===== config.mk =====
export PLATFORM = sky130hd
export DESIGN_NAME = nmea_sentence_deframer
export DESIGN_NICKNAME = d
export VERILOG_FILES = /design/src/rtl/nsd_pkg.sv /design/src/rtl/nmea_sentence_deframer.sv /design/src/rtl/nsd_front.sv /design/src/rtl/nsd_queue.sv /design/src/rtl/nsd_back.sv
export SDC_FILE = /design/constraint.sdc
export NUM_CORES = 1
export LEC_CHECK = 0
export BUFFER_PORTS_ARGS = -buffer_cell sky130_fd_sc_hd__buf_2
export CORE_MARGIN = 4
export CORE_UTILIZATION = 60
export CTS_BUF_LIST = sky130_fd_sc_hd__clkbuf_2
export CTS_CLUSTER_SIZE = 28
export DETAILED_ROUTE_END_ITERATION = 8
export PLACE_DENSITY_LB_ADDON = 0.12
export REMOVE_ABC_BUFFERS = 1
export SKIP_CTS_REPAIR_TIMING = 1
export SLEW_MARGIN = 10
export SYNTH_ARGS = -nofsm -noshare
export SYNTH_HDL_FRONTEND = slang
export SYNTH_SLANG_ARGS = --single-unit
export TNS_END_PERCENT = 5

===== constraint.sdc =====
create_clock -name clk -period 8.55 [get_ports clk]
set_clock_uncertainty 0.15 [all_clocks]
set_input_delay 1.71 -clock clk [delete_from_list [all_inputs] [get_ports clk]]
set_output_delay 1.71 -clock clk [all_outputs]
set_load 0.01 [all_outputs]

===== src/rtl/nsd_pkg.sv =====
// ----------------------------------------------------------------------------
// nsd_pkg: shared types and constants of the sentence deframer
// Character codes, line modes, status codes, result and queue push types.
// ----------------------------------------------------------------------------
package nsd_pkg;

	// characters of the line format
	localparam logic [7:0] CH_DOLLAR = 8'h24;
	localparam logic [7:0] CH_BANG   = 8'h21;
	localparam logic [7:0] CH_STAR   = 8'h2A;
	localparam logic [7:0] CH_LF     = 8'h0A;
	localparam logic [7:0] CH_CR     = 8'h0D;
	localparam logic [7:0] CH_ZERO   = 8'h30;
	localparam logic [7:0] CH_NINE   = 8'h39;
	localparam logic [7:0] CH_UA     = 8'h41;
	localparam logic [7:0] CH_UF     = 8'h46;
	localparam logic [7:0] CH_LA     = 8'h61;
	localparam logic [7:0] CH_LF_HEX = 8'h66;

	// line modes
	localparam logic [1:0] MODE_IDLE  = 2'd0;
	localparam logic [1:0] MODE_TRACK = 2'd1;
	localparam logic [1:0] MODE_SKIP  = 2'd2;
	localparam logic [1:0] MODE_OVER  = 2'd3;

	// closing status codes
	localparam logic [1:0] ST_OK      = 2'd0;
	localparam logic [1:0] ST_SUM_BAD = 2'd1;
	localparam logic [1:0] ST_FORMAT  = 2'd2;
	localparam logic [1:0] ST_LONG    = 2'd3;

	// result queue geometry
	localparam int unsigned QDEPTH = 4;
	localparam int unsigned QAW    = $clog2(QDEPTH);

	// one result item
	typedef struct packed {
		logic [7:0] line_length;
		logic [7:0] computed_sum;
		logic [1:0] status;
		logic       sentence_end;
		logic       payload_valid;
		logic [7:0] payload_char;
	} res_t;

	// up to two results pushed per accepted character, v1 implies v0
	typedef struct packed {
		logic v0;
		logic v1;
		res_t r0;
		res_t r1;
	} push_t;

endpackage


===== src/rtl/nmea_sentence_deframer.sv =====
// ----------------------------------------------------------------------------
// nmea_sentence_deframer: sentence deframer with checksum check
// Path: a result passes through the result queue and the output register to the master side.
// Throughput: one character per cycle; s_tready drops while the result
// queue holds more than two entries (a held return can yield two results).
// Reset: arst_n clears line state, queue pointers and output valid.
// ----------------------------------------------------------------------------
module nmea_sentence_deframer #(
	parameter int unsigned MAX_LINE = 128
) (
	input  logic        clk,
	input  logic        arst_n,
	input  logic        s_tvalid,
	output logic        s_tready,
	input  logic [7:0]  s_tdata,   // [7:0] rx_char
	output logic        m_tvalid,
	input  logic        m_tready,
	output logic [31:0] m_tdata,   // [7:0] payload_char, [9:8] status,
	                               // [17:10] computed_sum, [25:18] line_length
	output logic        m_tuser,   // [0] payload_valid
	output logic        m_tlast    // sentence_end
);

	nsd_pkg::push_t push;
	nsd_pkg::res_t  rd_data;
	nsd_pkg::res_t  out_data;
	logic           room;
	logic           rd_valid;
	logic           pop;

	// front: classify characters
	nsd_front #(
		.MAX_LINE (MAX_LINE)
	) u_front (
		.clk      (clk),
		.arst_n   (arst_n),
		.in_valid (s_tvalid),
		.in_ready (s_tready),
		.in_char  (s_tdata),
		.room     (room),
		.push     (push)
	);

	// queue between front and back
	nsd_queue u_queue (
		.clk      (clk),
		.arst_n   (arst_n),
		.push     (push),
		.room     (room),
		.rd_valid (rd_valid),
		.rd_data  (rd_data),
		.pop      (pop)
	);

	// back: output register
	nsd_back u_back (
		.clk       (clk),
		.arst_n    (arst_n),
		.rd_valid  (rd_valid),
		.rd_data   (rd_data),
		.pop       (pop),
		.out_valid (m_tvalid),
		.out_ready (m_tready),
		.out_data  (out_data)
	);

	// output beat packing
	assign m_tdata = {6'd0, out_data.line_length, out_data.computed_sum,
	                  out_data.status, out_data.payload_char};
	assign m_tuser = out_data.payload_valid;
	assign m_tlast = out_data.sentence_end;

endmodule


===== src/rtl/nsd_front.sv =====
// ----------------------------------------------------------------------------
// nsd_front: character classifier and line tracker
// Accepts one character per beat, keeps the line state and emits up to two
// results per character into the result queue.
// ----------------------------------------------------------------------------
module nsd_front #(
	parameter int unsigned MAX_LINE = 128
) (
	input  logic              clk,
	input  logic              arst_n,
	input  logic              in_valid,
	output logic              in_ready,
	input  logic [7:0]        in_char,
	input  logic              room,
	output nsd_pkg::push_t    push
);

	typedef struct packed {
		logic [1:0] mode;
		logic [7:0] pos;
		logic [7:0] sum;
		logic [7:0] w0;
		logic [7:0] w1;
		logic [7:0] w2;
		logic [1:0] fill;
		logic       pend;
	} lst_t;

	typedef struct packed {
		lst_t          st;
		logic          has;
		nsd_pkg::res_t res;
	} step_t;

	localparam logic [7:0] MAX_POS = 8'(MAX_LINE);

	lst_t  st_q;
	lst_t  st_n;
	lst_t  t;
	step_t oa;
	step_t ob;
	logic  ha;
	logic  hb;
	logic  run_b;
	logic  acc;

	// hex digit value, bit 4 set when not a hex digit
	function automatic logic [4:0] hex_val(input logic [7:0] c);
		logic [4:0] v;
		v = 5'h10;
		if (c >= nsd_pkg::CH_ZERO && c <= nsd_pkg::CH_NINE)
			v = {1'b0, 4'(c - nsd_pkg::CH_ZERO)};
		else if (c >= nsd_pkg::CH_LA && c <= nsd_pkg::CH_LF_HEX)
			v = {1'b0, 4'(c - nsd_pkg::CH_LA + 8'd10)};
		else if (c >= nsd_pkg::CH_UA && c <= nsd_pkg::CH_UF)
			v = {1'b0, 4'(c - nsd_pkg::CH_UA + 8'd10)};
		return v;
	endfunction

	// one ordinary character
	function automatic step_t do_char(input lst_t s, input logic [7:0] c);
		step_t o;
		logic [7:0] ev;
		o = '0;
		o.st = s;
		ev = s.w0;
		case (s.mode)
			nsd_pkg::MODE_IDLE: begin
				if (c == nsd_pkg::CH_DOLLAR || c == nsd_pkg::CH_BANG) begin
					o.st.mode = nsd_pkg::MODE_TRACK;
					o.st.pos  = 8'd1;
					o.st.sum  = 8'd0;
					o.st.fill = 2'd0;
					o.st.w0   = 8'd0;
					o.st.w1   = 8'd0;
					o.st.w2   = 8'd0;
				end else begin
					o.st.mode = nsd_pkg::MODE_SKIP;
				end
			end
			nsd_pkg::MODE_TRACK: begin
				if (s.pos >= MAX_POS) begin
					o.st.mode = nsd_pkg::MODE_OVER;
				end else begin
					o.st.pos = s.pos + 8'd1;
					if (s.fill != 2'd3) begin
						case (s.fill)
							2'd0:    o.st.w0 = c;
							2'd1:    o.st.w1 = c;
							default: o.st.w2 = c;
						endcase
						o.st.fill = s.fill + 2'd1;
					end else begin
						o.st.w0  = s.w1;
						o.st.w1  = s.w2;
						o.st.w2  = c;
						o.st.sum = s.sum ^ ev;
						if (s.pos >= 8'd6) begin
							o.has               = 1'b1;
							o.res.payload_char  = ev;
							o.res.payload_valid = 1'b1;
						end
					end
				end
			end
			default: begin
			end
		endcase
		return o;
	endfunction

	// line feed closes the line
	function automatic step_t do_lf(input lst_t s);
		step_t o;
		logic [4:0] hi;
		logic [4:0] lo;
		logic [1:0] stat;
		o = '0;
		o.st = s;
		o.st.mode = nsd_pkg::MODE_IDLE;
		hi = hex_val(s.w1);
		lo = hex_val(s.w2);
		if (s.fill != 2'd3 || s.w0 != nsd_pkg::CH_STAR || hi[4] || lo[4])
			stat = nsd_pkg::ST_FORMAT;
		else if ({hi[3:0], lo[3:0]} != s.sum)
			stat = nsd_pkg::ST_SUM_BAD;
		else
			stat = nsd_pkg::ST_OK;
		if (s.mode == nsd_pkg::MODE_OVER) begin
			o.has        = 1'b1;
			o.res.status = nsd_pkg::ST_LONG;
		end else if (s.mode == nsd_pkg::MODE_TRACK) begin
			o.has        = 1'b1;
			o.res.status = stat;
		end
		o.res.sentence_end = 1'b1;
		o.res.computed_sum = s.sum;
		o.res.line_length  = s.pos;
		return o;
	endfunction

	assign in_ready = room;
	assign acc      = in_valid & room;

	// held carriage return first, then the new character
	always_comb begin
		t      = st_q;
		t.pend = 1'b0;
		st_n   = t;
		oa     = '0;
		ob     = '0;
		run_b  = 1'b1;
		if (st_q.pend) begin
			if (in_char == nsd_pkg::CH_LF) begin
				oa    = do_lf(t);
				st_n  = oa.st;
				run_b = 1'b0;
			end else begin
				oa = do_char(t, nsd_pkg::CH_CR);
				t  = oa.st;
			end
		end
		if (run_b) begin
			if (in_char == nsd_pkg::CH_CR) begin
				st_n      = t;
				st_n.pend = 1'b1;
			end else if (in_char == nsd_pkg::CH_LF) begin
				ob   = do_lf(t);
				st_n = ob.st;
			end else begin
				ob   = do_char(t, in_char);
				st_n = ob.st;
			end
		end
		ha = oa.has;
		hb = ob.has;
	end

	// pack results to the low push slot first
	always_comb begin
		push.v0 = acc & (ha | hb);
		push.v1 = acc & ha & hb;
		push.r0 = ha ? oa.res : ob.res;
		push.r1 = ob.res;
	end

	// line state
	always_ff @(posedge clk or negedge arst_n) begin
		if (!arst_n) begin
			st_q <= '0;
		end else if (acc) begin
			st_q <= st_n;
		end
	end

endmodule


===== src/rtl/nsd_queue.sv =====
// ----------------------------------------------------------------------------
// nsd_queue: short result queue
// Takes up to two results per cycle and gives out one per cycle when the output stage pops.
// ----------------------------------------------------------------------------
module nsd_queue (
	input  logic              clk,
	input  logic              arst_n,
	input  nsd_pkg::push_t    push,
	output logic              room,
	output logic              rd_valid,
	output nsd_pkg::res_t     rd_data,
	input  logic              pop
);

	localparam int unsigned CW = nsd_pkg::QAW + 1;

	nsd_pkg::res_t             mem_q [nsd_pkg::QDEPTH];
	logic [nsd_pkg::QAW-1:0]   wp_q;
	logic [nsd_pkg::QAW-1:0]   rp_q;
	logic [CW-1:0]             cnt_q;
	logic                      do_pop;
	logic [CW-1:0]             n_push;

	assign rd_valid = (cnt_q != '0);
	assign rd_data  = mem_q[rp_q];
	assign do_pop   = pop & rd_valid;
	assign room     = (cnt_q <= CW'(nsd_pkg::QDEPTH - 2));
	assign n_push   = CW'(push.v0) + CW'(push.v1);

	// storage
	always_ff @(posedge clk) begin
		if (push.v0)
			mem_q[wp_q] <= push.r0;
		if (push.v1)
			mem_q[wp_q + nsd_pkg::QAW'(1)] <= push.r1;
	end

	// pointers and fill count
	always_ff @(posedge clk or negedge arst_n) begin
		if (!arst_n) begin
			wp_q  <= '0;
			rp_q  <= '0;
			cnt_q <= '0;
		end else begin
			wp_q  <= wp_q + n_push[nsd_pkg::QAW-1:0];
			rp_q  <= rp_q + nsd_pkg::QAW'(do_pop);
			cnt_q <= cnt_q + n_push - CW'(do_pop);
		end
	end

endmodule


===== src/rtl/nsd_back.sv =====
// ----------------------------------------------------------------------------
// nsd_back: output stage
// Moves results from the queue into the output register toward the sink.
// ----------------------------------------------------------------------------
module nsd_back (
	input  logic              clk,
	input  logic              arst_n,
	input  logic              rd_valid,
	input  nsd_pkg::res_t     rd_data,
	output logic              pop,
	output logic              out_valid,
	input  logic              out_ready,
	output nsd_pkg::res_t     out_data
);

	logic          valid_q;
	nsd_pkg::res_t data_q;

	assign pop       = rd_valid & (~valid_q | out_ready);
	assign out_valid = valid_q;
	assign out_data  = data_q;

	// output valid
	always_ff @(posedge clk or negedge arst_n) begin
		if (!arst_n) begin
			valid_q <= 1'b0;
		end else if (~valid_q | out_ready) begin
			valid_q <= rd_valid;
		end
	end

	// output payload
	always_ff @(posedge clk) begin
		if (pop)
			data_q <= rd_data;
	end

endmodule

Yosys cells after proc, flatten, opt, wreduce, memory -nomap -nowiden:

Memory sizes are Yosys's and may differ from the RTL's. A register that Yosys moved wholly into a read port is not among the register bits.
Cells that the tools add are included.

* bits in registers: 53
* RAM bits: 112
* input port bits: 12
* output and inout bits: 36
* logic and storage cells: 219
* memories kept: 1

Memory list
* u_queue.mem_q: words 4, width 28, rd ports 1, clocked after Yosys merged registers in 1, write ports 2, line nsd_queue.sv:17 `nsd_pkg::res_t mem_q [nsd_pkg::QDEPTH];`

* add/sub/neg operators: 30
* $lt $le $gt $ge: 29
* equal/unequal tests: 16
* multiplexer cells: 90
* bitwise gates (word level): 11
* reductions and logical operators: 30

Operator list (count)
* 2-to-1 mux 45 bit: 7
* 2-to-1 mux 42 bit: 4
* 2-to-1 mux 29 bit: 5
* 2-to-1 mux 5 bit: 22
* case mux 44 bit (2 select lines): 1
* 2-to-1 mux 9 bit: 8
* greater-or-equal comparator 8 x 7 -> 1 bit (second input constant): 8
* <= comparator 8 x 7 -> 1 bit (second input constant): 8
* 2-to-1 mux 8 bit: 8
* 2-to-1 mux 24 bit: 2
* subtractor 4 x 1 -> 4 bit (second input constant): 12
* adder 4 bit (second input constant): 8
* greater-or-equal comparator 8 x 6 -> 1 bit (second input constant): 4
* <= comparator 8 x 6 -> 1 bit (second input constant): 4
* 2-to-1 mux 28 bit: 1
* 2-to-1 mux 2 bit: 11
* 2-to-1 mux 1 bit: 20
* adder 8 x 1 -> 8 bit (second input constant): 2
* equality test 8 x 4 -> 1 bit (second input constant): 2
* equality test 8 x 6 -> 1 bit (second input constant): 2
* greater-or-equal comparator 8 x 3 -> 1 bit (second input constant): 2
* greater-or-equal comparator 8 bit (second input constant): 2
* != test 8 x 6 -> 1 bit (second input constant): 2
* != test 8 bit: 2
* other kinds (23): 59

Depth between registers and ports, before layout:

* word-level depth: 29
* depth in mapped cells: 19
* mapped depth without buffers: 18

By module:

From an unflattened synthesis, not the netlist that was laid out.

* cell total of the unflattened synthesis: 1087
* area, all modules: 12059.1 µm²

Modules (own cells, without submodules)
* nsd_queue: times used 1, cells an instance 310, area each 5863.1 µm², sequential area each 3538.4 µm²
* nsd_front: times used 1, cells an instance 738, area each 5262.5 µm², sequential area each 1126.1 µm²
* nsd_back: times used 1, cells an instance 32, area each 884.6 µm², sequential area each 865.8 µm²
* nmea_sentence_deframer: times used 1, cells an instance 7, area each 48.8 µm², sequential area each 0.0 µm²

Worst setup path before layout:

No wires, ideal clock.

* kind: input -> register
* start: input port s_tdata[0]
* end: memory u_queue.mem_q[2][0] (netlist bit), enable pin
* setup time: 0.422 ns
* arrival: 5.534 ns
* data required time: 7.978 ns
* setup slack: 2.443 ns
* stages: 14
* path buffers: 3
* path through: buf_2 -> nor3b_2 -> a31oi_2 -> buf_2 -> o21ai_0 -> inv_1 -> ha_1 -> o2111ai_2 -> o2111ai_2 -> a311o_4 -> buf_6 -> nand2_4 -> nand3b_1 -> a21oi_1

RTL lines
* start: declaration: line nmea_sentence_deframer.sv:15 `input logic [7:0] s_tdata,`
* end: declaration: line nsd_queue.sv:17

==> metrics.md <==
| Metric | Value |
|---|---|
| CTS sink count | `between 150 and 200` |
| Cell mode on critical path | `o2111ai_2` |
| CP max FO | `23` |
| Place WS | `1.70 ns` |
| Hold endpoint | `u_back.out_valid` |
| Seq/Total Area, Yosys | `between 40% and 50%` |
| First-pass GRT wire length | `47,700 um` |
| Clock power frac | `between 10 and 15%` |
| Fill cells | `roughly 1,500` |
| # setup viols final | `0` |
| Initial antenna violation count | `1` |
| Count of cell types in the netlist | `102` |
| Placed Area | `12,000 um2` |
| Switch share | `~47%` |
| Period utilisation layout | `between 70 and 80%` |
| Worst R2R Path Depth | `12` |
| Design area | `~12,000 um2` |
| Ys Warns | `0` |
| Total congestion overflow | `0` |
| Vias post-DR | `8,995` |
| Tot Pwr | `between 0.003 and 0.004 W` |
| Final TNS setup | `0 ns` |
| Post-Syn Area | `about 12,000 um2` |
| RR Startpoint | `u_front.st_q[35]` |
| Hold Fails Final Rpt | `0` |
| Async S/R FF share, synth | `27.5%` |
| TritonCTS Buffers | `17` |
| Core area | `18,900 um2` |
| Worst path slowest cell | `a311o_4` |
| Row cnt | `50` |
| Hold Path Cell Cnt | `2` |
| Avg Inst Size Synth | `~11 um2` |
| Initial Util | `61.4%` |
| Max-slew headroom | `21.2%` |
| Routed WL | `30,900 um` |
| Power Internal | `0.00207 W` |
| DIE AREA | `21,600 um2` |
| WL/cell | `between 20 and 25 um` |
| H-tree depth | `4` |
| Critical path cell sequence | `buf_2 -> nor3_2 -> a31oi_2 -> o21ai_0 -> inv_1 -> ha_1 -> o2111ai_2 -> o2111ai_2 -> a311o_4 -> nand2b_1 -> a2bb2oi_1 -> nor2_2 -> buf_4` |
| Crit path required time | `8.92 ns` |
| Die H | `147 um` |
| Top Ports | `48` |
| Worst hold path startpoint | `u_queue.cnt_q[0]` |
| R2R Path End | `u_queue.mem_q[0][17]` |
| Post-DRT Antenna Nets | `0` |
| Fmax | `between 150 and 200 MHz` |
| Fin. max-slew vios | `0` |
| Root Buffer | `clkbuf_2` |
| PwrDens | `320 nW/um2` |
| CTS clk-pin slew, worst paths | `0.29 ns` |
| Clk buf depth | `2` |
| Largest net degree at the start of global routing | `between 60 and 70` |
| R2R setup slack | `2.77 ns` |
| CP peak stage delay | `~0.78 ns` |
| Share of cells above drive strength 1 | `between 15 and 20%` |
| DRT Pass-1 Iters | `5` |
| WS Path Type | `in -> reg` |
| DIE WIDTH | `~150 um` |
| DRC | `0` |
| Worst VDD drop | `158 uV` |
| Comb pwr share | `about 46%` |
| # port buffers | `41` |
| EDFF count, synth | `140` |
| Net Switching | `0.00186 W` |
| Startpoint types | `input port` |
| Static Leak | `between 4 and 5 nW` |
| Status | `complete, no violations` |
| Crit path time final | `6.11 ns` |
| GPL Wtd Cong | `~0.96` |
| # nets final | `around 1,100` |
| Min-delay worst type | `reg -> reg` |
| Worst-Skew Late Latency | `0.81 ns` |
| Area grow syn2layout | `5.65%` |
| CP arrival | `6.48 ns` |
| #FFs+latches synth | `a little under 200` |
| RSZ-0062 raised after global routing | `no` |
| Flop pwr share | `40.4%` |
| Number of vias per cell | `~6.6` |
| Ys flop type | `edfxtp_1` |
| Worst Tran Pin Value | `between 1 and 1.5 ns` |
| DR iter-0 viols | `914` |
| Crit path launch | `s_tdata[4]` |
| Setup ws final | `2.44 ns` |
| Max-cap viol count | `0` |
| DP HPWL | `21,600 um` |
| Total global-route track usage | `28.3%` |
| Vias in the first global route | `8,350` |
| Worst setup EP type | `register` |
| Syn Inst Count | `between 1,000 and 1,500` |
| CTS tree | `built` |
## critical path, delay by kind of cell
| family | cells | cell delay [ns] |
|---|---|---|
| AO/OA/AOI/OAI | 6 | 2.64 |
| buffers and inverters | 3 | 0.65 |
| adder cells (fa/ha/maj) | 1 | 0.22 |
| AND/OR/NAND/NOR | 3 | 1.23 |
## cells in the mapped netlist (all sizes together), types with 11 or more instances
| cell type | instances | share of area, % |
|---|---|---|
| inv | 40 | 1.3 |
| and2 | 74 | 4.0 |
| clkbuf | 44 | 1.4 |
| nand2 | 77 | 2.6 |
| mux4 | 28 | 5.4 |
| xnor2 | 21 | 1.6 |
| dfrtp | 53 | 11 |
| a31oi | 14 | 0.92 |
| nand3 | 23 | 0.99 |
| edfxtp | 140 | 36 |
| a221o | 11 | 0.95 |
| nor2 | 101 | 3.8 |
| nor3 | 31 | 1.5 |
| a21oi | 66 | 3.3 |
| ha | 28 | 3.0 |
| o21ai | 36 | 1.6 |
| o22ai | 37 | 2.0 |
| xor2 | 17 | 1.3 |
| buf | 28 | 1.5 |
## state kept, by name, summed over array words and instances (netlist names)
register          cells
u_queue.mem_q       112
u_front.st_q         45
u_back.out_data      28
u_queue.cnt_q         3
u_queue.rp_q          2
u_queue.wp_q          2
u_back.out_valid      1
## cells by family after synthesis
family	synth area share [%]
simple gates	17.8
compound gates	17.6
flops	47.7
buf+inv	4.31
mux	6.50
xor+xnor	2.93
fa+ha+maj	3.19
other cells	0.0323
## cell type report
class | instances | area [um2] | area share, %
sequential | 193 | 5530 | 45.1
inverter | 42 | 158 | 1.29
tap | 260 | 325 | 2.65
clock inverter | 15 | 210 | 1.71
clock buffer | 17 | 85.1 | 0.694
multi-input combinational | 774 | 5620 | 45.9
antenna | 1 | 2.50 | 0.0204
timing repair buffer | 57 | 325 | 2.65
## metrics by stage
stage	cells	utilization, %	hold slack (ns)
after floorplan	1009	-	0.332
after global placement	1326	63.3	0.393
after detailed placement	1326	63.3	0.405
after CTS	1358	64.9	0.468
after global routing	1359	64.9	0.479
final	1359	64.9	0.467
## layout by cell type (no fill, tap or decap), types with 28 or more instances in the layout
cell and instances:
edfxtp_1 140, nor2_1 94, ha_1 28, o22ai_1 37, nand2_1 75, buf_2 41, inv_1 39, mux4_2 28
a21oi_1 58, and2_1 74, dfrtp_1 52
## worst max path at each step
stage	to	slack (ns)	cells past startpoint
5_1_grt	u_queue.mem_q[2][11]	2.22	13
3_3_place_gp	u_queue.mem_q[0][6]	1.89	13
4_1_cts	u_queue.mem_q[0][10]	2.61	13
6_report	u_queue.mem_q[0][17]	2.44	13
3_5_place_dp	u_queue.mem_q[0][4]	1.70	13
2_1_floorplan	u_queue.mem_q[2][0]	2.18	11
## power by group through the flow
stage                     Clock, W  Combinational [W]  Sequential (W)
final                     0.000526            0.00181         0.00159
after detailed placement         0            0.00177         0.00160
after global placement           0            0.00175         0.00159
after global routing      0.000575            0.00196         0.00162
after floorplan                  0            0.00123         0.00152
after CTS                 0.000533            0.00178         0.00158
## per-layer routing
| metal | vias to the layer above | GRT usage (%) | routed length [um] |
|---|---|---|---|
| met5 | - | 0 | 0 |
| met4 | 0 | 11.2 | 1140 |
| met3 | 88 | 4.13 | 2660 |
| met2 | 531 | 45.0 | 14300 |
| met1 | 4311 | 39.6 | 12700 |
| li1 | 4065 | - | - |
No activity file was read; power rests on OpenSTA's default activity.
